==> src/rtl/core/sssu_pkg.sv <==
// shared types and constants for the 3x3 shift search sad unit
package sssu_pkg;

  localparam int MAX_WIDTH  = 2048;
  localparam int MAX_HEIGHT = 2048;
  localparam int SUM_BITS   = 40;
  localparam int OUT_W      = 40;
  localparam int PIX_W      = 8;
  localparam int SIZE_W     = 12;
  localparam int COL_W      = $clog2(MAX_WIDTH);
  localparam int ROW_W      = $clog2(MAX_HEIGHT);
  localparam int N_SUMS     = 9;
  localparam int CFG_IDX_W  = 2;
  localparam int CFG_DATA_W = 12;

  localparam logic [SIZE_W-1:0] MIN_SIZE   = SIZE_W'(3);
  localparam logic [SIZE_W-1:0] MAX_W_SIZE = SIZE_W'(MAX_WIDTH);
  localparam logic [SIZE_W-1:0] MAX_H_SIZE = SIZE_W'(MAX_HEIGHT);
  localparam logic [SIZE_W-1:0] RESET_W    = SIZE_W'(640);
  localparam logic [SIZE_W-1:0] RESET_H    = SIZE_W'(480);

  typedef enum logic [CFG_IDX_W-1:0] {
    CFG_IMAGE_WIDTH  = 2'd0,
    CFG_IMAGE_HEIGHT = 2'd1,
    CFG_MASK_ENABLE  = 2'd2,
    CFG_MASK_INDEX   = 2'd3
  } sssu_cfg_idx_t;

  typedef logic [PIX_W-1:0]    sssu_pix_t;
  typedef logic [SUM_BITS-1:0] sssu_sum_t;
  typedef logic [OUT_W-1:0]    sssu_out_t;
  typedef logic [COL_W-1:0]    sssu_col_t;
  typedef logic [ROW_W-1:0]    sssu_row_t;
  typedef logic [SIZE_W-1:0]   sssu_size_t;
  typedef logic [N_SUMS-1:0][SUM_BITS-1:0] sssu_sums_t;

  // one column of the line store: two background rows, current pixel, include bit
  typedef struct packed {
    sssu_pix_t bg1;
    sssu_pix_t bg0;
    sssu_pix_t cur;
    logic      inc;
  } sssu_line_t;

  localparam int LINE_W = $bits(sssu_line_t);

  typedef struct packed {
    logic valid;
    logic interior;
    logic frame_end;
  } sssu_ctrl_t;

  function automatic sssu_size_t sssu_clamp(input sssu_size_t v, input sssu_size_t hi);
    sssu_size_t res;
    if (v < MIN_SIZE) begin
      res = MIN_SIZE;
    end else if (v > hi) begin
      res = hi;
    end else begin
      res = v;
    end
    return res;
  endfunction

endpackage

==> src/rtl/core/sssu_sad_datapath.sv <==
// 3x3 background window, absolute differences and the nine accumulators
module sssu_sad_datapath (
  input  logic                   clk,
  input  logic                   rst_n,
  input  sssu_pkg::sssu_ctrl_t   ctrl,
  input  sssu_pkg::sssu_pix_t    bg_pixel,
  input  sssu_pkg::sssu_line_t   rd_line,
  output sssu_pkg::sssu_sums_t   sums
);
  import sssu_pkg::*;

  logic [2:0][2:0][PIX_W-1:0] win_r, win_nxt;
  sssu_pix_t  held_cur_r;
  logic       held_inc_r;
  sssu_sums_t acc_r, acc_nxt, sum_tot;
  logic       add_en;

  always_comb begin
    for (int i = 0; i < 3; i++) begin
      win_nxt[i][0] = win_r[i][1];
      win_nxt[i][1] = win_r[i][2];
    end
    win_nxt[0][2] = rd_line.bg1;
    win_nxt[1][2] = rd_line.bg0;
    win_nxt[2][2] = bg_pixel;
  end

  assign add_en = ctrl.interior && held_inc_r;

  always_comb begin
    sssu_pix_t b;
    sssu_pix_t d;
    for (int i = 0; i < 3; i++) begin
      for (int j = 0; j < 3; j++) begin
        b = win_nxt[i][j];
        d = (held_cur_r > b) ? sssu_pix_t'(held_cur_r - b) : sssu_pix_t'(b - held_cur_r);
        sum_tot[i*3+j] = acc_r[i*3+j] + (add_en ? SUM_BITS'(d) : '0);
        acc_nxt[i*3+j] = ctrl.frame_end ? '0 : sum_tot[i*3+j];
      end
    end
  end

  always_ff @(posedge clk) begin
    if (!rst_n) begin
      acc_r      <= '0;
      held_inc_r <= 1'b0;
    end else if (ctrl.valid) begin
      acc_r      <= acc_nxt;
      held_inc_r <= rd_line.inc;
    end
  end

  always_ff @(posedge clk) begin
    if (ctrl.valid) begin
      win_r      <= win_nxt;
      held_cur_r <= rd_line.cur;
    end
  end

  assign sums = sum_tot;

endmodule

==> config.mk <==
export PLATFORM = sky130hd
export DESIGN_NAME = sssu_sad_datapath
export DESIGN_NICKNAME = d
export VERILOG_FILES = /design/src/rtl/core/sssu_pkg.sv /design/src/rtl/core/sssu_sad_datapath.sv
export SDC_FILE = /design/constraint.sdc
export NUM_CORES = 1
export LEC_CHECK = 0
export ABC_AREA = 1
export ABC_CLOCK_PERIOD_IN_PS = 4810
export BUFFER_PORTS_ARGS = -buffer_cell sky130_fd_sc_hd__buf_2
export CAP_MARGIN = 0
export CORE_AREA = 10 10 303 218
export DETAILED_ROUTE_END_ITERATION = 10
export DIE_AREA = 0 0 313 228
export PLACE_DENSITY_LB_ADDON = 0.3
export SETUP_SLACK_MARGIN = 0.5
export SYNTH_ARGS = -nofsm -noshare
export SYNTH_HDL_FRONTEND = slang
export SYNTH_SLANG_ARGS = --single-unit
==> constraint.sdc <==
create_clock -name clk -period 4.81 [get_ports clk]
set_input_delay 0.481 -clock clk [delete_from_list [all_inputs] [get_ports clk]]
set_output_delay 0.481 -clock clk [all_outputs]
set_load 0.01 [all_outputs]
# == Word-level counts from Yosys, hierarchy flattened ==
# Cells that the tools add are included.
# classes
add_sub_neg,27
magnitude_cmp,9
muxes,27
n_reduce_logical,1
# op_table
cell,n
adder 40 x 8 -> 40 bit,9
two-way mux 40 bit,9
two-way mux 8 bit,18
subtractor 8 bit,18
greater-than comparator 8 bit,9
logical AND 1 bit,1
# word_totals
register_bits,417
in_bits,38
output_inout_bits,360

# == Longest topological paths before layout ==
# logic_depth
depth_word,5
depth_mapped,28
depth_no_buf,27

# == Worst setup path before layout ==
# No wires, ideal clock.
# synth_path
kind,reg2out
start,register held_cur_r[1]
end,output sums[312] in the netlist's numbering
arrival_time_ps,3729
setup_slack_ps,600
stages_incl_launch_ff,17
cell_sequence,edfxtp_1 -> inv_1 -> fa_1 -> nand2_1 -> o211ai_1 -> xor2_1 -> nand2_1 -> nand2_1 -> nor2_1 -> ha_1 -> nand2_1 -> inv_1 -> a21oi_1 -> nand2_2 -> nand3_1 -> nor2_1 -> or2_2
# synth_lines
item,line_no,text
start: declaration,sssu_sad_datapath.sv:13,sssu_pix_t held_cur_r;
start signal: assignment,sssu_sad_datapath.sv:56,held_cur_r <= rd_line.cur;
end: declaration,sssu_sad_datapath.sv:8,output sssu_pkg::sssu_sums_t sums

# == Final worst setup path ==
# layout_path
start,register held_cur_r[0]
end,register acc_r[75] in the netlist's numbering
# layout_via
elab_chain_len,5
word_cells_on_any_way,7
cone_classes,3 x add/sub; 1 x order compare; 3 x mux
# layout_rtl
item,line_no,text
subtractor 8 bit / greater-than comparator 8 bit (equally long branches),sssu_sad_datapath.sv:36,d = (held_cur_r > b) ? sssu_pix_t'(held_cur_r - b) : sssu_pix_t'(b - held_cur_r);
two-way mux 8 bit (*),sssu_sad_datapath.sv:36,
two-way mux 8 bit (*),sssu_sad_datapath.sv:37,sum_tot[i*3+j] = acc_r[i*3+j] + (add_en ? SUM_BITS'(d) : '0);
adder 40 x 8 -> 40 bit (*),sssu_sad_datapath.sv:37,
two-way mux 40 bit (*),sssu_sad_datapath.sv:38,acc_nxt[i*3+j] = ctrl.frame_end ? '0 : sum_tot[i*3+j];
end signal: assignment,sssu_sad_datapath.sv:48,acc_r <= acc_nxt;
end: declaration,sssu_sad_datapath.sv:15,"sssu_sums_t acc_r, acc_nxt, sum_tot;"
# Every way passes the cells marked *; elsewhere a longest branch is shown, timed or not.
# A chain may end at the register's enable or synchronous reset.

==> run_summary.xml <==
<?xml version="1.0" encoding="UTF-8"?>
<metrics>
  <group name="status">
    <metric name="status" unit="">finished clean</metric>
  </group>
  <group name="worst_setup_path">
    <metric name="rr_endpoint" unit="">acc_r[75]</metric>
    <metric name="worst-endpoint-required" unit="ps">5280</metric>
    <metric name="most_common_cell_on_crit_path" unit="">sky130_fd_sc_hd__buf_4</metric>
    <metric name="worst-setup-path-type" unit="">reg2reg</metric>
    <metric name="timing.critical_path.buf_inv" unit="">15</metric>
    <metric name="cp-end-kind" unit="">flip-flop</metric>
    <metric name="critical_path.slowest_cell" unit="">sky130_fd_sc_hd__edfxtp_1</metric>
    <metric name="worstSetupStartpointType" unit="">flip-flop</metric>
    <metric name="worst-r2r-setup-slack" unit="ps">100</metric>
    <metric name="cp_slowest_stage_delay" unit="ps">430</metric>
    <metric name="worst-path-max-fanout" unit="">6</metric>
    <metric name="worst_r2r_path_depth" unit="">36</metric>
    <metric name="arrival" unit="ps">5180</metric>
    <metric name="reg2reg_from" unit="">held_cur_r[0]</metric>
    <metric name="crit_path_max_delay_family" unit="">buffers and inverters</metric>
  </group>
  <group name="floorplanning">
    <metric name="chipHeight" unit="um">228</metric>
    <metric name="dieArea" unit="um^2">71400</metric>
    <metric name="io-pin-count" unit="">398</metric>
    <metric name="core-area" unit="um^2">60500</metric>
    <metric name="initial_core_util" unit="">0.592</metric>
    <metric name="die_width" unit="um">313</metric>
    <metric name="core.rowCount" unit="">76</metric>
  </group>
  <group name="route">
    <metric name="route.vias.total" unit="">40900</metric>
    <metric name="drt-total-wl" unit="um">126000</metric>
    <metric name="wl_per_cell" unit="um">17.2</metric>
    <metric name="drcViolationCount" unit="">0</metric>
    <metric name="dr.pass1.iters" unit="">7</metric>
    <metric name="vias_per_cell" unit="">5.59</metric>
    <metric name="final_antenna_net_count" unit="">0</metric>
    <metric name="drtIter0Drc" unit="">4365</metric>
  </group>
  <group name="clock_tree">
    <metric name="clk_latency" unit="ps">620</metric>
    <metric name="cts_tree" unit="">done</metric>
    <metric name="htreeDepth" unit="">2</metric>
    <metric name="clock_sinks" unit="">417</metric>
    <metric name="cts.reportedPaths.clkPinSlew" unit="ps">70</metric>
    <metric name="cts-buffers-inserted" unit="">47</metric>
    <metric name="clock_tree.root_cell" unit="">sky130_fd_sc_hd__clkbuf_16</metric>
    <metric name="clock_path_buffers" unit="">3</metric>
    <metric name="cts.hold.buffers_added" unit="">0</metric>
  </group>
  <group name="sta">
    <metric name="hold_viol_final" unit="">0</metric>
    <metric name="maxSlewViolCount" unit="">0</metric>
    <metric name="post-route-period-util" unit="">0.979</metric>
    <metric name="rsz0062_at_grt" unit="">true</metric>
    <metric name="final-setup-viol-count" unit="">0</metric>
    <metric name="maxSlewHeadroom" unit="">0.174</metric>
    <metric name="setup_clock_skew_after_layout" unit="ps">23.5</metric>
    <metric name="final_period_minus_worst_setup_slack" unit="ps">4710</metric>
    <metric name="worst-slew-pin-transition" unit="ps">1240</metric>
    <metric name="max_clock_freq" unit="MHz">212</metric>
  </group>
  <group name="logic_synthesis">
    <metric name="synth.ff_latch_count" unit="">417</metric>
    <metric name="synth_sequential_area_ratio" unit="">0.249</metric>
    <metric name="avgSynthCellArea" unit="um^2">6.03</metric>
    <metric name="syn_nets" unit="">6204</metric>
    <metric name="synth.distinct_cells" unit="">44</metric>
    <metric name="netlist_instances" unit="">5932</metric>
    <metric name="synth-warning-count" unit="">0</metric>
    <metric name="synth.cell_area" unit="um^2">35800</metric>
  </group>
  <group name="global_route">
    <metric name="grt_first_pass_wirelength" unit="um">192000</metric>
    <metric name="gr-total-overflow" unit="">0</metric>
    <metric name="vias_in_the_first_global_route" unit="">36600</metric>
    <metric name="antenna_found_initial" unit="">15</metric>
    <metric name="grt_start_max_net_pins" unit="">184</metric>
    <metric name="gr_usage_total" unit="">0.320</metric>
  </group>
  <group name="placed_design">
    <metric name="total_cell_area_at_the_placement_stage" unit="um^2">38400</metric>
    <metric name="dp_hpwl" unit="um">89300</metric>
    <metric name="port-buffer-count" unit="">397</metric>
    <metric name="gp_routability_congestion" unit="">1.00</metric>
  </group>
  <group name="finish">
    <metric name="final_net_count" unit="">6720</metric>
    <metric name="postLayoutCellArea" unit="um^2">45300</metric>
    <metric name="layout-area-overhead-vs-synth" unit="%">26.5</metric>
    <metric name="most_common_cell_after_layout_fill_and_taps_aside" unit="">sky130_fd_sc_hd__nand2_1</metric>
    <metric name="mostFrequentLayoutCells" unit="">sky130_fd_sc_hd__nand2_1, sky130_fd_sc_hd__inv_1, sky130_fd_sc_hd__nor2_1</metric>
    <metric name="postLayoutCoreUtil" unit="">0.749</metric>
    <metric name="drive_gt1_frac" unit="">0.225</metric>
  </group>
  <group name="min_path">
    <metric name="hold_class" unit="">in2reg</metric>
    <metric name="holdPathStages" unit="">1</metric>
    <metric name="holdPathEnd" unit="">win_nxt[15]</metric>
    <metric name="hp-start" unit="">rd_line[24]</metric>
  </group>
  <group name="power_and_ir_drop">
    <metric name="p_leak" unit="uW">0.0207</metric>
    <metric name="cellPowerDensity" unit="nW/um^2">216</metric>
    <metric name="peak_vdd_ir" unit="mV">0.259</metric>
  </group>
  <group name="flow_run">
    <metric name="maxCapViolCount" unit="">0</metric>
  </group>
</metrics>
## Yosys cell counts, drive strengths merged
| cell type | count | area, um^2 |
|---|---|---|
| a21oi | 510 | 2570 |
| o211ai | 21 | 158 |
| o21a | 3 | 22.5 |
| nand3 | 466 | 2420 |
| xor2 | 172 | 1540 |
| a21o | 15 | 113 |
| buf | 55 | 290 |
| ha | 207 | 2590 |
| edfxtp | 56 | 1680 |
| nand3b | 50 | 375 |
| and3 | 2 | 12.5 |
| o21ai | 71 | 359 |
| xnor2 | 57 | 499 |
| inv | 620 | 2330 |
| nor2 | 645 | 2550 |
| nand4 | 67 | 419 |
| dfxtp | 361 | 7230 |
| nand2 | 2242 | 8490 |
| nor3 | 35 | 225 |
| a31o | 4 | 35.0 |
| clkbuf | 99 | 382 |
| and2 | 104 | 651 |
| nor3b | 9 | 77.6 |
| fa | 27 | 541 |
| clkinv | 1 | 3.75 |
| o21bai | 6 | 45.0 |
| or2 | 27 | 169 |
## flip-flops by register name (all words and copies together) (netlist names)
| signal | count |
|---|---|
| held_cur_r | 8 |
| acc_r | 360 |
| held_inc_r | 1 |
| win_nxt | 48 |
## per-stage QoR
stage	total power [uW]	setup TNS [ps]	instances	setup WS, ps	hold WS (ps)
after floorplan	4920	0	5932	600	426
after global placement	5410	0	7015	370	445
after detailed placement	5390	0	7015	284	454
after CTS	9550	0	7239	200	20.2
after global routing	10100	-1340	7310	-103	39.6
final	9780	0	7312	102	60.2
## routing by layer
metal  global-route usage  part of all wire  vias up
li1                     -                 -    19900
met3               0.0608             0.096      268
met4               0.0959             0.031       10
met1                0.448              0.43    18800
met5                    0           0.00060        -
met2                0.492              0.44     1919
## worst max-delay path by stage
stage                   from        end  cells after the start
2_1_floorplan  held_cur_r[1]  sums[312]                     16
3_3_place_gp   held_cur_r[3]  sums[312]                     21
3_5_place_dp   held_cur_r[3]  sums[312]                     21
4_1_cts        held_cur_r[0]   sums[95]                     24
5_1_grt        held_cur_r[0]  acc_r[75]                     36
6_report       held_cur_r[0]  acc_r[75]                     36
## logic make-up after synthesis
kind of cell / share of synthesized area
compound gates: 0.0924
buf+inv: 0.0839
flops: 0.249
simple gates: 0.430
fa+ha+maj: 0.0875
xor+xnor: 0.0571
## power breakdown
part | leakage [uW] | total [uW] | switching (uW) | internal [uW]
Combinational | 0.0165 | 2200 | 1370 | 833
Sequential | 0.00346 | 3630 | 47.5 | 3580
Clock | 0.000799 | 3950 | 1700 | 2250
## final cells by class
type | count | area, um^2
multi-input cells | 4744 | 27200
fillers | 4927 | 15200
flip-flops and latches | 417 | 8910
repair buffers | 617 | 4070
inverters | 621 | 2390
clock buffers | 56 | 1320
well taps | 819 | 1020
clock inverters | 29 | 338
diodes | 9 | 22.5
## what timing repair did
item | 4_1_cts | 5_1_grt
buffers inserted | 135 | 64
gates resized for setup | 472 | 428
endpoints found under the setup margin | 341 | 336
cloned | 4 | 0
pin swaps | 187 | 195
No activity file was read; power rests on OpenSTA's default activity.
